## src/design/dsort_pkg.sv

```systemverilog
// shared constants, types and control codes for the decimal radix sorter
// no dependencies; imported by every other module of the block but dsort_ram
package dsort_pkg;

    localparam int MAX_ITEMS = 64;
    localparam int VAL_W     = 31;
    localparam int NDIG      = 10;
    localparam int DIG_W     = 4;
    localparam int BCD_W     = NDIG * DIG_W;
    localparam int ADDR_W    = $clog2(MAX_ITEMS);
    localparam int CNT_W     = $clog2(MAX_ITEMS + 1);
    localparam int SEL_W     = $clog2(NDIG);
    localparam int PASS_W    = $clog2(NDIG);
    localparam int DCNT_W    = $clog2(NDIG + 1);
    localparam int STEP_W    = $clog2(VAL_W);
    localparam int WORD_W    = BCD_W + VAL_W;

    // one stored word: decimal digits next to the binary value
    typedef struct packed {
        logic [BCD_W-1:0] bcd;
        logic [VAL_W-1:0] val;
    } item_word_t;

    typedef enum logic [2:0] {
        CNT_NOP    = 3'd0,
        CNT_CLEAR  = 3'd1,
        CNT_INC    = 3'd2,
        CNT_PREFIX = 3'd3,
        CNT_DEC    = 3'd4
    } cnt_op_t;

    typedef struct packed {
        cnt_op_t          op;
        logic [SEL_W-1:0] sel;
    } cnt_ctrl_t;

    typedef enum logic [6:0] {
        S_IDLE    = 7'b0000001,
        S_CONV    = 7'b0000010,
        S_CLEAR   = 7'b0000100,
        S_COUNT   = 7'b0001000,
        S_PREFIX  = 7'b0010000,
        S_SCATTER = 7'b0100000,
        S_EMIT    = 7'b1000000
    } state_t;

endpackage

```

## src/design/dsort_bcd.sv

```systemverilog
// binary to decimal converter, one shift-and-adjust step per cycle
// depends on dsort_pkg
module dsort_bcd import dsort_pkg::*; (
    input  logic             clk,
    input  logic             rst_n,
    input  logic             start,
    input  logic [VAL_W-1:0] bin,
    output logic             done,
    output logic [BCD_W-1:0] bcd
);

    logic [VAL_W-1:0]  bin_reg, bin_next;
    logic [BCD_W-1:0]  bcd_reg, bcd_next;
    logic [STEP_W-1:0] step_reg, step_next;
    logic              run_reg, run_next;
    logic              done_reg, done_next;
    logic [BCD_W-1:0]  adj;

    // add three to every digit of five or more before the shift
    always_comb
    begin
        for (int i = 0; i < NDIG; i++)
        begin
            if (bcd_reg[i*DIG_W +: DIG_W] >= DIG_W'(5))
            begin
                adj[i*DIG_W +: DIG_W] = bcd_reg[i*DIG_W +: DIG_W] + DIG_W'(3);
            end
            else
            begin
                adj[i*DIG_W +: DIG_W] = bcd_reg[i*DIG_W +: DIG_W];
            end
        end
    end

    always_comb
    begin
        bin_next  = bin_reg;
        bcd_next  = bcd_reg;
        step_next = step_reg;
        run_next  = run_reg;
        done_next = 1'b0;
        if (start)
        begin
            bin_next  = bin;
            bcd_next  = '0;
            step_next = '0;
            run_next  = 1'b1;
        end
        else if (run_reg)
        begin
            bcd_next  = {adj[BCD_W-2:0], bin_reg[VAL_W-1]};
            bin_next  = {bin_reg[VAL_W-2:0], 1'b0};
            step_next = step_reg + STEP_W'(1);
            if (step_reg == STEP_W'(VAL_W - 1))
            begin
                run_next  = 1'b0;
                done_next = 1'b1;
            end
        end
    end

    always_ff @(posedge clk or negedge rst_n)
    begin
        if (!rst_n)
        begin
            step_reg <= '0;
            run_reg  <= 1'b0;
            done_reg <= 1'b0;
        end
        else
        begin
            step_reg <= step_next;
            run_reg  <= run_next;
            done_reg <= done_next;
        end
    end

    always_ff @(posedge clk)
    begin
        bin_reg <= bin_next;
        bcd_reg <= bcd_next;
    end

    assign done = done_reg;
    assign bcd  = bcd_reg;

endmodule

```

## config.mk

```make
export PLATFORM = sky130hd
export DESIGN_NAME = dsort_bcd
export DESIGN_NICKNAME = d
export VERILOG_FILES = /design/src/design/dsort_pkg.sv /design/src/design/dsort_bcd.sv
export SDC_FILE = /design/constraint.sdc
export NUM_CORES = 1
export LEC_CHECK = 0
export BUFFER_PORTS_ARGS = -buffer_cell sky130_fd_sc_hd__buf_2
export CAP_MARGIN = 30
export CORE_MARGIN = 2
export CORE_UTILIZATION = 55
export CTS_BUF_LIST = sky130_fd_sc_hd__clkbuf_8
export DETAILED_ROUTE_END_ITERATION = 10
export GPL_ROUTABILITY_DRIVEN = 0
export PLACE_DENSITY = 0.79
export SLEW_MARGIN = 5
export SYNTH_ARGS = -nofsm -noshare
export SYNTH_HDL_FRONTEND = slang
export SYNTH_SLANG_ARGS = --single-unit
export TNS_END_PERCENT = 30
```

## constraint.sdc

```tcl
create_clock -name clk -period 3.43 [get_ports clk]
set_input_delay 0.686 -clock clk [delete_from_list [all_inputs] [get_ports clk]]
set_output_delay 0.686 -clock clk [all_outputs]
set_load 0.005 [all_outputs]
```

Word-level counts from Yosys, hierarchy flattened --
Cells that the tools add are included. W data, S select, Z words.
Word-level totals: bits of input ports 34, register bits 78
Operators by class: add/subtract/negate cells 11, eq/ne operators 1, reduce and logical (&&, ||, !) cells 1, multiplexer cells 20, magnitude comparators 10
Operators with widths (number):
- $mux W31 | 2
- $ge A4 B3 Y1 const B | 10
- $add A4 B2 Y4 const B | 9
- $mux W4 | 9
- $mux W5 | 2
- $mux W1 | 6
- $add A5 B1 Y5 const B | 1
- $eq A5 B5 Y1 const B | 1
- $add A3 B2 Y3 const B | 1
- $mux W3 | 1
- $reduce_bool A2 Y1 | 1

Logic depth before layout (Yosys ltp) --
word-level depth 4, gate-level depth with buffers 6, depth with buffers taken out 6

Worst setup path after synthesis --
Ideal clock, no wire load.
path type input port to flip-flop, from input port start, to register bin_reg[0], enable pin, path buffers 2, data arrival time 1499 ps, library setup time 374 ps, setup slack 1557 ps, cell stages on the path 3, cell sequence buf_2 buf_2 or2_2
On the way: longest elaborated chain between the ends 1
RTL lines:
- start, declared | RTL line dsort_bcd.sv:6 | input logic start,
- $reduce_bool A2 Y1 (no source line)
- end signal, assigned | RTL line dsort_bcd.sv:80 | bin_reg <= bin_next;
- end, declared | RTL line dsort_bcd.sv:12 | logic [VAL_W-1:0] bin_reg, bin_next;
No other way between the ends. A chain may end at the register's enable or synchronous reset.

==> flow_summary_export.csv <==
group,metric,value,unit
synthesis,ys_seq_elements,78,
synthesis,synth_edf_count,31,
floorplanning,rows,31,
timing,setup_viol,0,
timing,fin_ws,1670,ps
synthesis,syn_area_per_cell,10.2,um2
grt,grt.total_usage,20.8,%
synthesis,synthDistinctLibCells,36,
pwr,pwr-share-clk,35.0,%
routing,vias,3256,
clocking,clk_pin_slew,90,ps
routing,post_drt_wl_per_cell,14.5,um
pwr,p_sw,0.472,mW
timing,fin_skew,7.13,ps
pwr,ir_drop,0.219,mV
clocking,hold_buffers,0,
grt,grt_pass1_wl,13.8,mm
worst_setup_path,path_max_fanout,52,
clocking,cts_sinks,78,
grt,grt_start_max_net_pins,53,
synthesis,seq_area_frac_synth,46.7,%
cells_and_area,layout_common_cells,"74 x buf_2, 40 x inv_1, 40 x dfxtp_1",
flow_run,cap_violations,0,
worst_setup_path,crit_path_end_kind,"register",
synthesis,async_reset_ff_share,8.97,%
pwr,intPower,1.37,mW
run_status,outcome,"finished clean",
routing,viasPerCell,5.64,
timing,tightestPinTransition,703,ps
synthesis,syn_area,4080,um2
floorplanning,die_h,90.2,um
clocking,cts_tree,"yes",
cells_and_area,layout.nets,529,
timing,fmax,0.568,GHz
worst_setup_path,path_class,"reg2reg",
routing,drc,0,
cells_and_area,synthToLayoutAreaGrowth,15.3,%
place,io_buffers,74,
worst_setup_path,cpMaxStageDelayCell,"nor2b_2",
clocking,root_buffer,"clkbuf_8",
clocking,insertion_delay,360,ps
pwr,power.density,392,nW/um2
worst_setup_path,crit_required,3690,ps
grt,grt-ovfl-total,0,
timing,min_period,1760,ps
clocking,cts_made_buffers,9,
floorplanning,coreArea,7210,um2
cells_and_area,layout-drive-gt1-share,32.4,%
floorplanning,design.die.area,8130,um2
timing,slew_headroom,53.1,%
synthesis,postSynthCellCount,402,
cells_and_area,stdcell_area,4710,um2
synthesis,synth_nets,458,
worst_hold_path,hold_path.class,"in2async",
routing,ant_nets,0,
synthesis,synth_flop_cell,"dfxtp_1",
worst_setup_path,cp_cell_sequence,"buf_4 -> nor2b_2 -> a21bo_2 -> o32ai_1",
place,place_area,4520,um2
clocking,cts_setup_buffers,0,
timing,period_share,51.4,%
worst_setup_path,cp-start-kind,"register",
pwr,seqPwrFrac,56.8,%
timing,drv_slew,0,
grt,grt_pass1_vias,3016,
floorplanning,ioPinCount,75,
floorplanning,start_util,56.6,%
clocking,htreeDepth,3,
worst_setup_path,cp.arrival,2020,ps
clocking,post_cts_resized,0,
timing,finalHoldViolations,0,
cells_and_area,fillers,596,
pwr,leakage,1.87,nW
clocking,cts_buffer_depth,2,
routing,first_pass_iters,5,
timing,tns,0,ps
synthesis,synth_warnings,0,
routing,routed_wl,8.35,mm
grt,antenna_found_initial,0,
routing,drt_first_iter_violations,147,
place,dp_hpwl,5.78,mm
floorplanning,dieWidth,90.2,um
pwr,p_comb_share,8.2,%
timing,rsz0062_at_grt,"no",
cells_and_area,layout_commonest_cell,"buf_2",
worst_setup_path,cpPeakStageDelay,460,ps
place,dp_slack,1310,ps
pwr,switching_share,25.6,%
cells_and_area,largest_reg_flops,40,
cells_and_area,diodes,0,
## per-layer routing
layer | track usage, % | part of all wire (%) | vias up
met5 | 0 | 0 | -
met2 | 33.5 | 50 | 67
met4 | 8.85 | 2.1 | 0
met3 | 4.44 | 3.6 | 18
li1 | - | - | 1614
met1 | 27.1 | 45 | 1557
## path summary, 6_finish.rpt
kind | start | depth (start not counted) | slack, ps | to
max | run_reg | 4 | 1670 | bcd[33]
min | rst_n | 1 | 150 | step_reg[1]
max reg2reg | run_reg | 4 | 1670 | bcd[33]
min reg2reg | bcd[39] | 2 | 490 | bcd[39]
max in group asynchronous | rst_n | 1 | 3110 | run_reg
min in group clk | bcd[39] | 2 | 490 | bcd[39]
## through the flow
| stage | instances | total power [mW] | hold WS [ps] | utilization [%] |
|---|---|---|---|---|
| floorplan | 402 | 1.16 | 390 | - |
| global placement | 561 | 1.21 | 461 | 62.7 |
| detailed placement | 561 | 1.22 | 470 | 62.7 |
| CTS | 577 | 1.86 | 146 | 65.2 |
| global route | 577 | 1.92 | 150 | 65.2 |
| finish | 577 | 1.85 | 148 | 65.2 |
## power by group through the flow
stage	Clock, mW	Sequential, mW	Combinational [mW]
detailed placement	0	1.07	0.152
finish	0.645	1.05	0.152
global placement	0	1.07	0.144
floorplan	0	1.06	0.102
CTS	0.654	1.05	0.152
global route	0.692	1.06	0.169
## kinds of logic after synthesis
group,after synthesis,synth area share (%)
fa+ha+maj,22,6.74
xor+xnor,4,0.858
mux,31,8.52
buf+inv,59,5.91
simple gates,93,11.3
compound gates,115,19.9
flops,78,46.7
## cells in the mapped netlist (10+ instances only)
library cell / instances / share of area [%]
a21oi_1: 29 / 3.6
buf_2: 16 / 2.0
dfxtp_1: 40 / 20
edfxtp_1: 31 / 23
ha_1: 22 / 6.7
inv_1: 40 / 3.7
mux2_2: 30 / 8.3
nand2_1: 20 / 1.8
nand3_1: 10 / 1.2
nand4_1: 12 / 1.8
nor2_1: 24 / 2.2
o21ai_0: 19 / 2.3
o21ai_1: 18 / 2.2
## worst max-delay path, delay by kind of cell (launching register included)
family	cells	cell delay, ps
buffers and inverters	1	440
AOI/OAI and AO/OA	2	380
and+or+nand+nor	1	460
DFF	1	390
## area by class of cell
type / count / area [um2] / share of cell area (%)
inverters: 40 / 150 / 3.19
flip-flops and latches: 78 / 1910 / 40.5
well taps: 99 / 124 / 2.63
repair buffers: 79 / 408 / 8.67
clock buffers: 9 / 124 / 2.63
clock inverters: 7 / 57.6 / 1.22
multi-input cells: 265 / 1930 / 41.1
(Power assumes the default switching activity.)
