--- config.mk ---
export PLATFORM = sky130hd
export DESIGN_NAME = dsort_ram
export DESIGN_NICKNAME = d
export VERILOG_FILES = /design/src/design/dsort_ram.sv
export SDC_FILE = /design/constraint.sdc
export NUM_CORES = 1
export LEC_CHECK = 0
export ABC_AREA = 1
export BUFFER_PORTS_ARGS = -buffer_cell sky130_fd_sc_hd__clkbuf_2
export CORE_AREA = 2 2 111 113
export CTS_BUF_LIST = sky130_fd_sc_hd__clkbuf_8 sky130_fd_sc_hd__clkbuf_16
export CTS_CLUSTER_SIZE = 10
export DETAILED_ROUTE_END_ITERATION = 6
export DIE_AREA = 0 0 113 115
export MAX_ROUTING_LAYER = met4
export PLACE_DENSITY = 0.68
export SYNTH_ARGS = -nofsm -noshare
export SYNTH_HDL_FRONTEND = slang
export SYNTH_SLANG_ARGS = --single-unit
--- constraint.sdc ---
create_clock -name clk -period 1.8 [get_ports clk]
set_input_delay 0 -clock clk [delete_from_list [all_inputs] [get_ports clk]]
set_output_delay 0 -clock clk [all_outputs]
set_load 0.1 [all_outputs]
--- src/design/dsort_ram.sv ---
// generic single-write, single-read memory with registered read data
// no dependencies
module dsort_ram #(
    parameter int WIDTH = 8,
    parameter int DEPTH = 16
) (
    input  logic                     clk,
    input  logic                     we,
    input  logic [$clog2(DEPTH)-1:0] waddr,
    input  logic [WIDTH-1:0]         wdata,
    input  logic [$clog2(DEPTH)-1:0] raddr,
    output logic [WIDTH-1:0]         rdata
);

    logic [WIDTH-1:0] mem [DEPTH];
    logic [WIDTH-1:0] rdata_reg;

    always_ff @(posedge clk)
    begin
        if (we)
        begin
            mem[waddr] <= wdata;
        end
        rdata_reg <= mem[raddr];
    end

    assign rdata = rdata_reg;

endmodule

# Yosys cells after proc, flatten, opt, wreduce, memory -nomap -nowiden
# Memories as Yosys holds them, arrays and structs flattened. A register that Yosys moved wholly into a read port is not among the register bits.
# Index checks and enable logic that the tools add are counted.
# totals
regBits	0
elab_cells	3
inputBits	18
output_inout_bits	8
n_memories	1
mem_bits_rw	128
# classes
n_mux	2
# mem_list
name	words	word_bits	read_ports	rd_clocked_by_memory_dff	wr	line_no	text
mem	16	8	1	1	1	15	logic [WIDTH-1:0] mem [DEPTH];
# op_table
cell	n
two-way mux 1 bit	2

# Logic depth before layout (Yosys ltp)
# Gate-level depths: netlist of run 1.
# depth
ltp_word	2
ltp_mapped	8
depth_no_buf	7

# Least setup slack after synthesis of run 1
# No wires, ideal clock.
# synth_timing
kind	input-to-reg
from	input waddr[2]
to	memory mem[10][0], enable pin
setup_ns	0.370
path_stages	2
required_time_ns	1.430
setup_slack_ns	0.849
arrival_time_ns	0.581
path_cell_list	nand3b_1 > nor2_1
# synth_lines
item	line_no	text
start: declaration	9	input logic [$clog2(DEPTH)-1:0] waddr,
end: declaration	15	
# Straight into the memory's write port.

# Worst setup path in the final report of run 1
# layout_timing
from	register rdata_reg[2], in the netlist rdata[2] (read register of mem)
to	output rdata[2]
# layout_lines
item	line_no	text
start: declaration	16	logic [WIDTH-1:0] rdata_reg;
end: declaration	12	output logic [WIDTH-1:0] rdata
# No word-level cell between the ends.

==> results.sh, run 1 <==
export IMPL_status="finished, violations left"
export IMPL_violations="design-rule violations"
export IMPL_synth_fp_nets=569
export IMPL_crit_path_start_kind="flip-flop"
export IMPL_fp_dieH_um=115
export IMPL_netlist_area_leader_share_pct=66.65
export IMPL_portBuffers=25
export IMPL_grt_pass1_wl_mm=19.30
export IMPL_ys_seq_elements=136
export IMPL_io_pins=26
export IMPL_antenna_left=0
export IMPL_worst_path_buf_inv=1
export IMPL_power_w=0.007249
export IMPL_fillers=956
export IMPL_regToRegEndpoint="rdata[0]"
export IMPL_largest_reg_flops=128
export IMPL_maxCapViolCount=0
export IMPL_htreeDepth=4
export IMPL_synth_seq_area_share_pct=69.43
export IMPL_crit_type="flip-flop to output pin"
export IMPL_crit_chain="clkbuf_2"
export IMPL_layout_nets=604
export IMPL_hpwl_mm=7.940
export IMPL_gr_total_overflow=0
export IMPL_cts_buffer_depth=2
export IMPL_cellLeakagePower_nw=2.885
export IMPL_coreArea_um2=11810
export IMPL_setup_ws_ps=603.1
export IMPL_clock_root_buffer="clkbuf_16"
export IMPL_setup_violations=0
export IMPL_rows=40
export IMPL_syn_mean_instance_area_um2=10.47
export IMPL_routedWlPerCell_um=16.71
export IMPL_gr_usage_all_layers_pct=20.84
export IMPL_gp_congestion=0.9011
export IMPL_synthTopCellsByArea="edfxtp_1 67%, nand2_1 11%, nand3_1 8.4%, inv_1 6.5%, dfxtp_1 2.8%"
export IMPL_crit_required_ps=1800
export IMPL_finalSetupTns_ps=0
export IMPL_worst_path_max_fanout=1
export IMPL_clock_sinks=136
export IMPL_layout_common_cells="173 x nand2_1, 128 x edfxtp_1, 104 x inv_1"
export IMPL_max_slew_worst_pin_slew_ps=744.6
export IMPL_p_per_area_nw_per_um2=1102
export IMPL_via_per_inst=5.125
export IMPL_cts_buffers=17
export IMPL_path_delay_family="buffers and inverters"
export IMPL_multi_input_area_um2=1214
export IMPL_grt_pass1_vias=3706
export IMPL_die_w_um=113
export IMPL_fin_crit_sh_pct=66.50
export IMPL_final_common_cell="nand2_1"
export IMPL_fmax_mhz=835.5
export IMPL_clk_pin_slew_ps=60
export IMPL_min_period_ps=1197
export IMPL_critical_path_startpoint="rdata[2]"
export IMPL_finClkSkew_ps=15.79
export IMPL_slew_headroom_pct=50.18
export IMPL_reg2regPathDepth=6
export IMPL_synth_area_um2=5767
export IMPL_slowest_delay_ps=460
export IMPL_rsz0062_at_grt="false"
export IMPL_hold_viol_final=0
export IMPL_final_max_slew_viol_count=0
export IMPL_pre_cts_ws_ps=499.2
export IMPL_hp_class="primary input to flip-flop"
export IMPL_drtIter0Drc=398
export IMPL_cp_arrival_ps=1200
export IMPL_r2r_start="mem[8][0]"
export IMPL_yosysWarningCount=0
export IMPL_critPathCapture="rdata[2]"
export IMPL_die_area_um2=13000
export IMPL_post_synth_top_area_cell="edfxtp_1"
export IMPL_wl_mm=12.46
export IMPL_seq_area_um2=4004
export IMPL_vias=3823
export IMPL_start_util_pct=48.82
export IMPL_antenna_cells=0
export IMPL_area_growth_pct=14.10
export IMPL_drive_gt1_share_pct=11.35
export IMPL_synth_cells=551
export IMPL_clock_latency_ps=410
export IMPL_crit_cells=1
export IMPL_vdd_drop_max_mv=0.7459
export IMPL_remaining_drc_errors=1
export IMPL_end_kind="output pin"
export IMPL_cts_tree="yes"
export IMPL_grt_max_degree=37
export IMPL_antenna_found_initial=0
export IMPL_cts_setup_buffers=0
export IMPL_slowest_stage="clkbuf_2"
export IMPL_r2r_slack_ps=730
export IMPL_dr_pass1_iters=7
export IMPL_post_cts_resized=0
export IMPL_ys_types=12
-- worst min path at each step --
stage                   from  slack (ps)    endpoint  cells past startpoint
floorplan           wdata[0]         100   mem[0][0]                      0
global placement    raddr[3]         390    rdata[7]                      3
detailed placement  raddr[3]         390    rdata[2]                      3
CTS                 wdata[1]         100   mem[7][1]                      1
global route        wdata[1]         110  mem[12][1]                      1
finish              wdata[1]          80  mem[12][1]                      1
-- Yosys cell counts, drive strengths merged --
cell	instances
buf	24
inv	102
edfxtp	128
nand2	173
dfxtp	8
nand3	97
nor2	17
nand3b	2
-- worst register-to-register path, cell delays in order, from the launching register on --
cell      delay [ps]
edfxtp_1         360
inv_1             70
nand2_1           50
nand3_1           90
nand3_1          150
nand3_1          170
nand2_1           70
-- layer usage --
metal | wire length [um] | share of wire [%] | track usage [%] | vias up
li1 | - | - | - | 1839
met1 | 5226 | 42 | 26.05 | 1783
met2 | 5989 | 48 | 32.85 | 178
met3 | 950 | 7.6 | 4.639 | 23
met4 | 298 | 2.4 | 9.431 | 0
met5 | 0 | 0 | - | -
-- per-stage QoR --
stage          utilization, %  std cells  hold WS [ps]  instance area (um^2)
2_1_floorplan               -        551         98.87                  5767
3_3_place_gp            51.03        713         391.1                  6027
3_5_place_dp            51.03        713         394.2                  6027
4_1_cts                 55.71        746         96.53                  6580
5_1_grt                 55.71        746         105.6                  6580
6_report                55.71        746         83.94                  6580
-- report_power, final --
group | switching (W) | internal, W | total, W
clock network | 0.00118 | 0.00193 | 0.00311
registers | 0.0000211 | 0.00354 | 0.00356
logic | 0.000448 | 0.000124 | 0.000571
total | 0.00165 | 0.00560 | 0.00725
-- repair_timing --
| action | CTS | global route |
|---|---|---|
| hold buffers | 1 | 0 |
| endpoints found under the hold margin | 5 | 0 |
| endpoints found under the setup margin | 0 | 0 |
-- cell families after synthesis --
| kind of cell | count (synthesis) | synth area share, % |
|---|---|---|
| buffers and inverters | 126 | 9.525 |
| flip-flops | 136 | 69.43 |
| AND/OR/NAND/NOR | 289 | 21.05 |
-- cell type report --
class | count | area share, %
inverters | 102 | 5.819
flip-flops and latches | 136 | 60.85
well taps | 147 | 2.795
clock buffers | 19 | 6.883
multi-input cells | 289 | 18.44
repair buffers | 40 | 3.841
clock inverters | 13 | 1.369
(Power assumes the default switching activity.)
==> run 2: changes to the inputs <==
- PLACE_DENSITY: 0.68 -> 0.7
- clock period: 1.8 -> 1.1 ns (I/O delays scaled with it)
==> results.sh, run 2 (same netlist as run 1, synthesis figures left out) <==
export IMPL_status="finished, violations left"
export IMPL_violations="design-rule violations"
export IMPL_start_util_pct=48.82
export IMPL_clock_latency_ps=410
export IMPL_cp_arrival_ps=1070
export IMPL_gr_usage_all_layers_pct=21.67
export IMPL_clockPowerShare_pct=44.1
export IMPL_area_growth_pct=17.49
export IMPL_vias=3873
export IMPL_crit_type="flip-flop to output pin"
export IMPL_slowest_delay_ps=350
export IMPL_worst_path_buf_inv=1
export IMPL_max_slew_worst_pin_slew_ps=424.8
export IMPL_pre_cts_ws_ps=38.45
export IMPL_grt_max_degree=61
export IMPL_drt_met1_wl_mm=5.381
export IMPL_remaining_drc_errors=2
export IMPL_clock_root_buffer="clkbuf_16"
export IMPL_grt_pass1_vias=3686
export IMPL_cts_buffer_depth=2
export IMPL_cts_buffers=17
export IMPL_crit_chain="buf_4"
export IMPL_die_w_um=113
export IMPL_hp_class="primary input to flip-flop"
export IMPL_drtIter0Drc=370
export IMPL_cellLeakagePower_nw=2.989
export IMPL_coreArea_um2=11810
export IMPL_sequentialPowerShare_pct=47.8
export IMPL_antenna_cells=0
export IMPL_gp_congestion=0.8826
export IMPL_end_kind="output pin"
export IMPL_clk_pin_slew_ps=60
export IMPL_setup_violations=0
export IMPL_htreeDepth=4
export IMPL_fp_dieH_um=115
export IMPL_finClkSkew_ps=7.938
export IMPL_die_area_um2=13000
export IMPL_wl_mm=12.78
export IMPL_p_comb_share_pct=8.2
export IMPL_hpwl_mm=8.014
export IMPL_hold_viol_final=0
export IMPL_clock_sinks=136
export IMPL_final_max_slew_viol_count=0
export IMPL_rows=40
export IMPL_p_int_w=0.009455
export IMPL_final_common_cell="nand2_1"
export IMPL_vdd_drop_max_mv=0.9132
export IMPL_p_sw_share_pct=22.63
export IMPL_portBuffers=25
export IMPL_via_per_inst=5.096
export IMPL_io_pins=26
export IMPL_cts_tree="yes"
export IMPL_routedWlPerCell_um=16.81
export IMPL_rsz0062_at_grt="false"
export IMPL_crit_required_ps=1100
export IMPL_worst_path_max_fanout=1
export IMPL_power_w=0.01222
export IMPL_maxCapViolCount=0
export IMPL_met2_length_mm=6.082
export IMPL_crit_path_start_kind="flip-flop"
export IMPL_fillers=993
export IMPL_largest_reg_flops=128
export IMPL_min_period_ps=1065
export IMPL_highest_layer="met4"
export IMPL_antenna_found_initial=0
export IMPL_setup_ws_ps=34.61
export IMPL_worst_hold_slack_ps=31.73
export IMPL_slew_headroom_pct=71.68
export IMPL_wl_met3_um=914
export IMPL_gr_total_overflow=0
export IMPL_slowest_stage="dfxtp_1"
export IMPL_design_area_um2=6775
export IMPL_layout_common_cells="173 x nand2_1, 128 x edfxtp_1, 104 x inv_1"
export IMPL_fmax_mhz=938.6
export IMPL_layout_nets=618
export IMPL_p_sw_w=0.002765
export IMPL_place_area_um2=6190
export IMPL_fin_crit_sh_pct=96.85
export IMPL_grt_pass1_wl_mm=19.86
export IMPL_path_delay_family="flip-flops"
export IMPL_drive_gt1_share_pct=13.38
export IMPL_p_per_area_nw_per_um2=1804
export IMPL_antenna_left=0
export IMPL_finalSetupTns_ps=0
export IMPL_dr_pass1_iters=7
export IMPL_cts_setup_buffers=0
run 2: metrics by stage:
stage / instances / util [%]
after floorplan: 551 / -
after global placement: 727 / 52.40
after detailed placement: 727 / 52.40
after CTS: 760 / 57.33
after global routing: 760 / 57.36
final: 760 / 57.36
run 2: worst paths after layout:
path	start	to	slack (ps)	cells after the start
setup / recovery	rdata[4]	rdata[4]	30	1
hold / removal	raddr[3]	rdata[5]	30	4
hold reg to reg	mem[3][6]	rdata[6]	680	6
setup reg to reg	mem[7][0]	rdata[0]	90	6
run 2: cell type report:
cell class	count	area (um^2)	area share, %
clock buffer	19	452.9	6.685
clock inverter	13	115.1	1.699
inverter	102	382.9	5.651
multi-input combinational	289	1214	17.91
sequential	136	4004	59.10
tap	147	183.9	2.715
timing repair buffer	54	422.9	6.242
run 2: power by group through the flow:
stage / Clock [W] / Combinational, W / Sequential, W
floorplan: 0 / 0.000409 / 0.00617
global placement: 0 / 0.000976 / 0.00594
detailed placement: 0 / 0.000988 / 0.00594
CTS: 0.00546 / 0.000999 / 0.00584
global route: 0.00568 / 0.00108 / 0.00585
finish: 0.00538 / 0.000998 / 0.00584
run 2: timing repair:
item / 4_1_cts / 5_1_grt
setup endpoints to repair: 1 / 1
pin swaps: 0 / 0
gates cloned: 0 / 0
hold buffers: 1 / 0
resized for setup: 1 / 1
endpoints found under the hold margin: 1 / 0
run 2: layer usage:
layer | track usage (%) | vias up
li1 | - | 1876
met1 | 28.37 | 1806
met2 | 32.77 | 156
met3 | 4.744 | 35
met4 | 9.756 | 0
met5 | - | -
