==> config.mk <==
export PLATFORM = sky130hd
export DESIGN_NAME = dsort_cnt
export DESIGN_NICKNAME = d
export VERILOG_FILES = /design/src/design/dsort_pkg.sv /design/src/design/dsort_cnt.sv
export SDC_FILE = /design/constraint.sdc
export NUM_CORES = 1
export LEC_CHECK = 0
export ABC_AREA = 1
export BUFFER_PORTS_ARGS = -buffer_cell sky130_fd_sc_hd__buf_2
export CAP_MARGIN = 10
export CORE_UTILIZATION = 39
export CTS_BUF_LIST = sky130_fd_sc_hd__clkbuf_16
export DETAILED_ROUTE_END_ITERATION = 10
export GPL_ROUTABILITY_DRIVEN = 0
export SKIP_CTS_REPAIR_TIMING = 1
export SLEW_MARGIN = 30
export SYNTH_ARGS = -nofsm -noshare
export SYNTH_HDL_FRONTEND = slang
export SYNTH_SLANG_ARGS = --single-unit
==> constraint.sdc <==
create_clock -name clk -period 3 [get_ports clk]
set_input_delay 0.6 -clock clk [delete_from_list [all_inputs] [get_ports clk]]
set_output_delay 0.6 -clock clk [all_outputs]
set_load 0.02 [all_outputs]
==> src/design/dsort_pkg.sv <==
// shared constants, types and control codes for the decimal radix sorter
// no dependencies; imported by every other module of the block but dsort_ram
package dsort_pkg;

    localparam int MAX_ITEMS = 64;
    localparam int VAL_W     = 31;
    localparam int NDIG      = 10;
    localparam int DIG_W     = 4;
    localparam int BCD_W     = NDIG * DIG_W;
    localparam int ADDR_W    = $clog2(MAX_ITEMS);
    localparam int CNT_W     = $clog2(MAX_ITEMS + 1);
    localparam int SEL_W     = $clog2(NDIG);
    localparam int PASS_W    = $clog2(NDIG);
    localparam int DCNT_W    = $clog2(NDIG + 1);
    localparam int STEP_W    = $clog2(VAL_W);
    localparam int WORD_W    = BCD_W + VAL_W;

    // one stored word: decimal digits next to the binary value
    typedef struct packed {
        logic [BCD_W-1:0] bcd;
        logic [VAL_W-1:0] val;
    } item_word_t;

    typedef enum logic [2:0] {
        CNT_NOP    = 3'd0,
        CNT_CLEAR  = 3'd1,
        CNT_INC    = 3'd2,
        CNT_PREFIX = 3'd3,
        CNT_DEC    = 3'd4
    } cnt_op_t;

    typedef struct packed {
        cnt_op_t          op;
        logic [SEL_W-1:0] sel;
    } cnt_ctrl_t;

    typedef enum logic [6:0] {
        S_IDLE    = 7'b0000001,
        S_CONV    = 7'b0000010,
        S_CLEAR   = 7'b0000100,
        S_COUNT   = 7'b0001000,
        S_PREFIX  = 7'b0010000,
        S_SCATTER = 7'b0100000,
        S_EMIT    = 7'b1000000
    } state_t;

endpackage

==> src/design/dsort_cnt.sv <==
// bank of ten digit counters with a running prefix sum: clear, count, prefix, take
// depends on dsort_pkg
module dsort_cnt import dsort_pkg::*; (
    input  logic              clk,
    input  logic              rst_n,
    input  cnt_ctrl_t         ctrl,
    output logic [ADDR_W-1:0] pos
);

    logic [CNT_W-1:0] counts_reg [NDIG];
    logic [CNT_W-1:0] counts_next [NDIG];
    logic [CNT_W-1:0] acc_reg, acc_next;
    logic [CNT_W-1:0] cur;
    logic [CNT_W-1:0] dec;

    assign cur = counts_reg[ctrl.sel];
    assign dec = cur - CNT_W'(1);
    // slot of the next word with this digit, filled from the back
    assign pos = dec[ADDR_W-1:0];

    always_comb
    begin
        counts_next = counts_reg;
        acc_next    = acc_reg;
        unique case (ctrl.op)
            CNT_NOP:
            begin
            end
            CNT_CLEAR:
            begin
                for (int i = 0; i < NDIG; i++)
                begin
                    counts_next[i] = '0;
                end
                acc_next = '0;
            end
            CNT_INC:
            begin
                counts_next[ctrl.sel] = cur + CNT_W'(1);
            end
            CNT_PREFIX:
            begin
                acc_next              = acc_reg + cur;
                counts_next[ctrl.sel] = acc_reg + cur;
            end
            CNT_DEC:
            begin
                counts_next[ctrl.sel] = dec;
            end
            default:
            begin
            end
        endcase
    end

    always_ff @(posedge clk or negedge rst_n)
    begin
        if (!rst_n)
        begin
            for (int i = 0; i < NDIG; i++)
            begin
                counts_reg[i] <= '0;
            end
            acc_reg <= '0;
        end
        else
        begin
            counts_reg <= counts_next;
            acc_reg    <= acc_next;
        end
    end

endmodule

* Word level (Yosys, flattened, before mapping)
Index checks and enable logic that the tools add are counted.
** Cells by class
- Divide/modulo/power cells :: 0
- Shifts and indexed selects :: 0
- Order comparisons :: 2
- Bitwise operators :: 1
- Add/sub/neg operators :: 3
- Reductions and logical operators :: 3
- Eq/ne operators :: 4
- $mul :: 0
- Multiplexer cells :: 10
** Operator list (count)
- 70-bit one-hot mux with 4 select lines :: 1
- 70-bit bitwise mux :: 3
- 7-bit binary-select mux with 4-bit select :: 1
- 7-bit demux with 4-bit select :: 1
- 7-bit two-way mux :: 3
- 7-bit one-hot mux with 2 select lines :: 1
- 7-bit by 1-bit adder with 7-bit output (second input constant) :: 1
- 7-bit adder :: 1
- 7-bit by 1-bit subtractor with 7-bit output (second input constant) :: 1
- 3-bit by 2-bit == test with 1-bit output (second input constant) :: 2
- 5-bit >= comparator (second input constant) :: 1
- 5-bit by 1-bit < comparator with 1-bit output (second input constant) :: 1
- 4-bit inverter with 5-bit output :: 1
- 4-bit nonzero test :: 1
- 3-bit by 1-bit == test with 1-bit output (second input constant) :: 1
- 3-bit == test (second input constant) :: 1
- 2-bit nonzero test :: 1
- 1-bit logical AND :: 1
** Word-level totals
- Input port bits :: 9
- ROM bits :: 0
- Output and inout port bits :: 6
- Memories kept :: 0
- Latch bits :: 0
- Register bits after elaboration :: 77
- RAM bits :: 0

* Logic depth before layout (Yosys ltp)
Gate-level depths: netlist of the first run.
- Depth after elaboration :: 7
- Depth in mapped cells :: 21
- Gate-level depth less buffers :: 20

* Least setup slack after synthesis of the first run
Ideal clock, no wire load.
- Path kind :: input-to-reg
- From :: in ctrl[1] in the netlist's numbering
- To :: reg counts_reg[11] in the netlist's numbering
- Setup time :: 139 ps
- Stages on the path :: 20
- Arrival time :: 2924 ps
- Data required time :: 2861 ps
- Setup slack :: -63 ps
- Cell sequence :: buf_4 nand2_1 inv_2 nand2_1 nand2_1 nor2_1 nor2_1 nor2_2 inv_2 ha_1 inv_1 fa_1 o21ai_0 a21oi_1 inv_1 or2_2 nand2_1 clkinv_1 o211ai_1 o2111ai_1
** Between the ends
- Word-level cells in the longest chain between the ends :: 7
- Elaborated cells on any way between the ends :: 16
** RTL lines
- from (decl) :: line dsort_cnt.sv:6 : input cnt_ctrl_t ctrl,
- 4-bit inverter with 5-bit output (implied by the code) (*)
- 7-bit binary-select mux with 4-bit select (tied with other cells) :: line dsort_cnt.sv:16 : assign cur = counts_reg[ctrl.sel];
- 7-bit two-way mux (implied by the code) or 1-bit logical AND (tied branches)
- 7-bit two-way mux, on equally long branches
- 7-bit by 1-bit subtractor with 7-bit output (tied with other cells) :: line dsort_cnt.sv:17 : assign dec = cur - CNT_W'(1);
- 70-bit bitwise mux, on equally long branches :: line dsort_cnt.sv:48, dsort_cnt.sv:39, dsort_cnt.sv:44
- 70-bit one-hot mux with 4 select lines (*) :: line dsort_cnt.sv:25 : unique case (ctrl.op)
- to (signal assigned) :: line dsort_cnt.sv:68 : counts_reg <= counts_next;
- to (decl) :: line dsort_cnt.sv:10 : logic [CNT_W-1:0] counts_reg [NDIG];
Mark *: on every way between the ends. The rest lies on a longest branch, timed or not. The select of a mux whose other input is x is not followed.
A chain may end at the register's enable or synchronous reset.

* Final worst setup path of the first run
- From :: in ctrl[1] in the netlist's numbering
- To :: out pos[4]
** Between the ends
- Word-level cells in the longest chain between the ends :: 5
** RTL lines
- 4-bit inverter with 5-bit output (implied by the code) :: line dsort_cnt.sv:16
- 7-bit binary-select mux with 4-bit select :: line dsort_cnt.sv:16
- 7-bit two-way mux (implied by the code) (2 in a row) :: line dsort_cnt.sv:16
- 7-bit by 1-bit subtractor with 7-bit output :: line dsort_cnt.sv:17
- to (decl) :: line dsort_cnt.sv:7 : output logic [ADDR_W-1:0] pos
Every way passes these cells. The select of a mux whose other input is x is not followed.

==> results of run 1 <==
==> synth_stat cells, drive strengths merged <==
library cell	n
nand4	16
xor2	1
o2111ai	12
o211ai	8
o22ai	8
nand3b	1
o221ai	1
nor3	17
nor2	56
nand3	124
fa	1
inv	64
or2	19
nand2	207
clkbuf	25
clkinv	2
ha	7
and2	1
a31oi	1
a21oi	39
o21ai	76
dfrtp	66
buf	16
==> worst max-delay path, cell delays in order <==
cell and delay [ns]:
clkbuf_4 0.16, nor2_2 0.19, nand2_1 0.12, buf_6 0.16, nor2_1 0.11, nor2_2 0.06, nand3_2 0.12, inv_2 0.06
ha_1 0.19, inv_1 0.11, nor2_4 0.06, nand2_1 0.05, nand2_1 0.07, nand2_1 0.11, buf_2 0.18
==> worst min-delay path by stage <==
stage / from / endpoint / depth (start not counted)
detailed placement: counts_reg[65] / counts_reg[65] / 2
finish: rst_n / counts_reg[31] / 2
floorplan: rst_n / acc_reg[0] / 0
global placement: counts_reg[12] / counts_reg[12] / 2
CTS: rst_n / counts_reg[24] / 2
global route: rst_n / counts_reg[17] / 2
==> cell usage in the layout (no fill, tap or decap), types with 2 or more instances in the layout <==
| master | n |
|---|---|
| inv_2 | 10 |
| clkbuf_16 | 9 |
| o2111ai_1 | 12 |
| nor2_4 | 4 |
| o211ai_1 | 8 |
| o22ai_1 | 7 |
| or2_2 | 18 |
| inv_4 | 2 |
| clkinvlp_4 | 2 |
| clkinv_1 | 2 |
| buf_12 | 6 |
| nand3_2 | 6 |
| clkbuf_4 | 2 |
| o21ai_1 | 13 |
| bufinv_16 | 3 |
| a21oi_1 | 39 |
| nor2_1 | 46 |
| nand2_1 | 203 |
| o21ai_0 | 62 |
| dfrtp_1 | 66 |
| inv_1 | 53 |
| buf_4 | 63 |
| nor3_1 | 16 |
| nand2_2 | 4 |
| nand3_1 | 117 |
| ha_1 | 7 |
| nor2_2 | 6 |
| nand4_1 | 15 |
| buf_2 | 12 |
==> stage by stage <==
stage | setup TNS, ns | std cells
after global routing | -0.0586 | 999
after CTS | -0.0565 | 996
after global placement | -3.32 | 980
after detailed placement | -3.92 | 980
after floorplan | 0 | 768
final | 0 | 999
==> cells by family after synthesis <==
kind of cell	Yosys count
adders and majority gates	8
and+or+nand+nor	441
buffers and inverters	107
AOI/OAI and AO/OA	145
DFF	66
xor gates and xnor gates	1
==> power by group <==
| part | total [uW] | switching [uW] | internal [uW] |
|---|---|---|---|
| logic | 952 | 603 | 349 |
| clock network | 1270 | 463 | 811 |
| registers | 1080 | 77.1 | 1010 |
==> area by class of cell <==
| class | instances | area [um2] |
|---|---|---|
| Clock buffer | 9 | 225 |
| Clock inverter | 7 | 118 |
| Fill cell | 1293 | 6500 |
| Inverter | 66 | 253 |
| Multi-Input combinational cell | 595 | 2970 |
| Sequential cell | 66 | 1650 |
| Tap cell | 172 | 215 |
| Timing Repair Buffer | 84 | 679 |
==> layer usage <==
metal / routed length (um) / global-route usage (%) / vias to the layer above
li1: - / - / 2701
met1: 7830 / 39.9 / 2692
met2: 7840 / 42.4 / 296
met3: 1610 / 4.86 / 54
met4: 626 / 15.0 / 0
met5: 0 / 0 / -
==> metrics.cfg, run 1 <==
[yosys]
synth_cell_types=38
synth_area_um2=5040
synth_top_family_by_area=simple AND/OR/NAND/NOR gates
synth_xor_area_share_pct=0.174
synth_compound_area_share_pct=16.3
synth-seq-cells=66
synth_top_area_cell=dfrtp_1
yosysTopAreaCellShare_pct=32.8
yosysWarningCount=0
yosysSeqAreaShare_pct=32.8
synth-simple-area-share_pct=39.9
synth_top_cells_by_area=dfrtp_1, nand2_1, nand3_1
synthCells=768
muxShareOfSynthArea_pct=0
syn-num-nets=785
synth_fa_ha_area_share_pct=2.14
synth_area_per_cell_um2=6.56

[timing]
fin_crit_ns=2.97
worst_slack_ns=0.0336
slew_viol_final=0
setup_viol=0
hold_slack_ns=0.274
fin_crit_sh_pct=98.9
worst_pin_slew_ns=0.668
clock_skew_ns=0.00508
rsz0062_at_grt=yes
final-hold-violation-count=0
fmax_mhz=337
relSlewSlack_pct=55.4

[finish]
area_growth_pct=21.4
finalNetCount=839
post-route-util_pct=48.5
largest_reg_flops=60
n_antenna_cell=0
final_area_um2=6110
drive_gt1_share_pct=18.7

[cts]
path_clk_slew_ns=0.06
cts_made_buffers=9
insertion_delay_ns=0.35
cts_buffer_depth=2
cts.htree.levels=3
cts_tree=done
cts-root-buf=clkbuf_16
cts_sinks=66

[die]
die-area_um2=13400
rows=41
fp.dieW_um=116
core_area_um2=12600
die_h_um=116
io_pins=15
start_util_pct=39.9

[critical_path]
arrival_ns=2.37
reg2reg_from=counts_reg[28]
rrSetupSlack_ns=0.33
cp_data_required_time_ns=2.40
crit_end=pos[4]
crit_type=in2out
critPathMaxFanout=6
regToRegEndpoint=counts_reg[11]
end_kind=output port
r2r_cells=19
startpoint=ctrl[1]
startpoint_type=input pin

[grt]
groute.usage.overall_pct=28.6
overflow=0
grt_pass1_vias=5403
grt_pass1_wl_um=28700
antenna_found_initial=0
grt_max_degree=67

[place]
dpl_cell_area_um2=5710
post-dp-hpwl_um=12400
port_buffers=14
pre_cts_ws_ns=-0.228

[power_and_ir_drop]
powerDensity_nw_per_um2=541
ir_worst_vdd_v=0.000305
total_power_uw=3310
power_leakage_uw=0.00282

[drt]
postRouteWirelength_um=17900
drt_first_pass_iters=6
drtAntennaViolNets=0
drt_iter0_drc=582
route.detailed.drc=0
vias=5743
via_per_inst=5.75
routedWlPerCell_um=17.9

[run_status]
outcome=finished, final reports clean

[flow_run]
cap_violations=0

[min_path]
hold_class=in2async

Power figures use the tool's default switching activity.
==> run 2, diff against run 1 <==
- BUFFER_PORTS_ARGS: -buffer_cell sky130_fd_sc_hd__buf_2 -> -buffer_cell sky130_fd_sc_hd__buf_4
- SLEW_MARGIN: 30 -> 20
==> metrics.cfg, run 2 (synthesized netlist as in run 1, its figures left out) <==
[critical_path]
crit_type=in2out  ; unchanged
crit_path_cell_trace=buf_4, nor2_2, nand2_1, buf_4, nor2_1, nor2_1, nand3_2, inv_2, ha_1, inv_1, nor2_4, nand2_1, nand2_1, nand2_1, buf_4  ; was clkbuf_4, nor2_2, nand2_1, buf_6, nor2_1, nor2_2, nand3_2, inv_2, ha_1, inv_1, nor2_4, nand2_1, nand2_1, nand2_1, buf_2
end_kind=output port  ; unchanged
startpoint_type=input pin  ; unchanged
crit_buf_inv=5  ; unchanged
cp_data_required_time_ns=2.40  ; about the same
slowest_stage=nor2_2  ; unchanged
arrival_ns=2.30  ; was 2.37 ns
cpMostUsedCell=nand2_1  ; unchanged
critPathMaxStageDelay_ns=0.20  ; was 0.19 ns
critPathMaxFanout=8  ; was 6
crit_family=simple AND/OR/NAND/NOR gates  ; unchanged
rrSetupSlack_ns=0.34  ; was 0.33 ns

[drt]
route.detailed.drc=0  ; unchanged
vias=5764  ; was 5743
drtAntennaViolNets=0  ; unchanged
drt_first_pass_iters=7  ; was 6
drt_iter0_drc=528  ; was 582
via_per_inst=5.81  ; was 5.75
postRouteWirelength_um=17700  ; was 17900 um
routedWlPerCell_um=17.9  ; about the same

[run_status]
outcome=finished, final reports clean  ; unchanged

[grt]
groute.usage.overall_pct=28.4  ; was 28.6%
antenna_found_initial=0  ; unchanged
grt_max_degree=67  ; unchanged
grt_pass1_vias=5518  ; was 5403
grt_pass1_wl_um=28700  ; unchanged
overflow=0  ; unchanged

[die]
die-area_um2=13400  ; unchanged
die_h_um=116  ; unchanged
start_util_pct=39.9  ; unchanged
core_area_um2=12600  ; unchanged
io_pins=15  ; unchanged
fp.dieW_um=116  ; unchanged
rows=41  ; unchanged

[timing]
clock_skew_ns=0.00860  ; was 0.00508 ns
setup_viol=0  ; unchanged
worst_pin_slew_ns=0.902  ; was 0.668 ns
relSlewSlack_pct=39.9  ; was 55.4%
rsz0062_at_grt=yes  ; unchanged
slew_viol_final=0  ; unchanged
fmax_mhz=345  ; was 337 MHz
final-hold-violation-count=0  ; unchanged
fin_crit_ns=2.90  ; was 2.97 ns
fin_crit_sh_pct=96.7  ; was 98.9%

[cts]
cts_buffer_depth=2  ; unchanged
cts_sinks=66  ; unchanged
cts.htree.levels=3  ; unchanged
cts_tree=done  ; unchanged
path_clk_slew_ns=0.06  ; about the same
insertion_delay_ns=0.36  ; was 0.35 ns
cts-root-buf=clkbuf_16  ; unchanged
cts_made_buffers=9  ; unchanged

[finish]
final-instance-count-excl-fill=992  ; was 999
seq_area_um2=1650  ; unchanged
final.fill_count=1287  ; was 1293
area_growth_pct=19.2  ; was 21.4%
drive_gt1_share_pct=17.9  ; was 18.7%
n_antenna_cell=0  ; unchanged
layout_commonest_cell=nand2_1  ; unchanged
final_area_um2=6010  ; was 6110 um2
finalNetCount=832  ; was 839
multi_input_comb_area_um2=2970  ; unchanged
layout_common_cells=nand2_1, nand3_1, buf_4  ; was nand2_1, nand3_1, dfrtp_1
largest_reg_flops=60  ; unchanged

[flow_run]
cap_violations=0  ; unchanged

[power_and_ir_drop]
power_leakage_uw=0.00277  ; was 0.00282 uW
ir_worst_vdd_v=0.000326  ; was 0.000305 V
powerDensity_nw_per_um2=515  ; was 541 nW/um2

[place]
post-dp-hpwl_um=12200  ; was 12400 um
port_buffers=14  ; unchanged
dpl_cell_area_um2=5660  ; was 5710 um2
placed_cells=973  ; was 980

[min_path]
hold_class=in2async  ; unchanged

-- run 2: per-stage QoR --
stage               setup WS, ns  total power (uW)  setup TNS [ns]  hold WS (ns)  util [%]
global route            -0.00154              3260        -0.00154         0.460      47.6
CTS                      -0.0220              3070         -0.0220         0.420      47.2
global placement          -0.137              1980           -2.35         0.493      44.9
detailed placement        -0.191              2010           -2.70         0.505      44.9
floorplan                0.00898              1680               0         0.304         -
finish                    0.0978              3100               0         0.383      47.6
-- run 2: worst paths after layout --
| check | from | depth (start not counted) | endpoint |
|---|---|---|---|
| max | ctrl[1] | 15 | pos[4] |
| min in group clk | counts_reg[7] | 2 | counts_reg[7] |
| max in group asynchronous | rst_n | 1 | counts_reg[12] |
| min reg2reg | counts_reg[7] | 2 | counts_reg[7] |
| min | rst_n | 1 | counts_reg[43] |
| max reg2reg | counts_reg[28] | 19 | counts_reg[53] |
-- run 2: cell type report --
cell class	instances	share of cell area, %
inverters	66	4.21
flip-flops and latches	66	27.5
repair buffers	77	10.5
well taps	172	3.58
clock inverters	7	1.04
clock buffers	9	3.75
multi-input cells	595	49.5
-- run 2: where the power goes --
part           switching (uW)  total [uW]  internal (uW)
registers                77.4        1080           1010
clock network             436        1070            634
logic                     598         943            345
total                    1110        3100           1990
-- run 2: worst register-to-register path, stage by stage (launching register included) --
cell and delay (ns):
dfrtp_1 0.41, nand2_1 0.08, nand2_1 0.05, nand2_1 0.06, nand3_1 0.07, nand2_1 0.07, nand2_1 0.08, nor2_4 0.14
inv_2 0.06, ha_1 0.20, inv_1 0.07, fa_1 0.19, o21ai_0 0.09, a21oi_1 0.13, inv_1 0.06, or2_2 0.28
nand2_2 0.09, inv_4 0.07, o211ai_1 0.17, o2111ai_1 0.15
-- run 2: routing by layer --
layer	vias to the layer above	wire length [um]	track usage (%)
met4	0	524	12.6
met1	2720	7790	38.9
met5	-	0	0
li1	2691	-	-
met3	48	1640	5.75
met2	305	7770	43.5
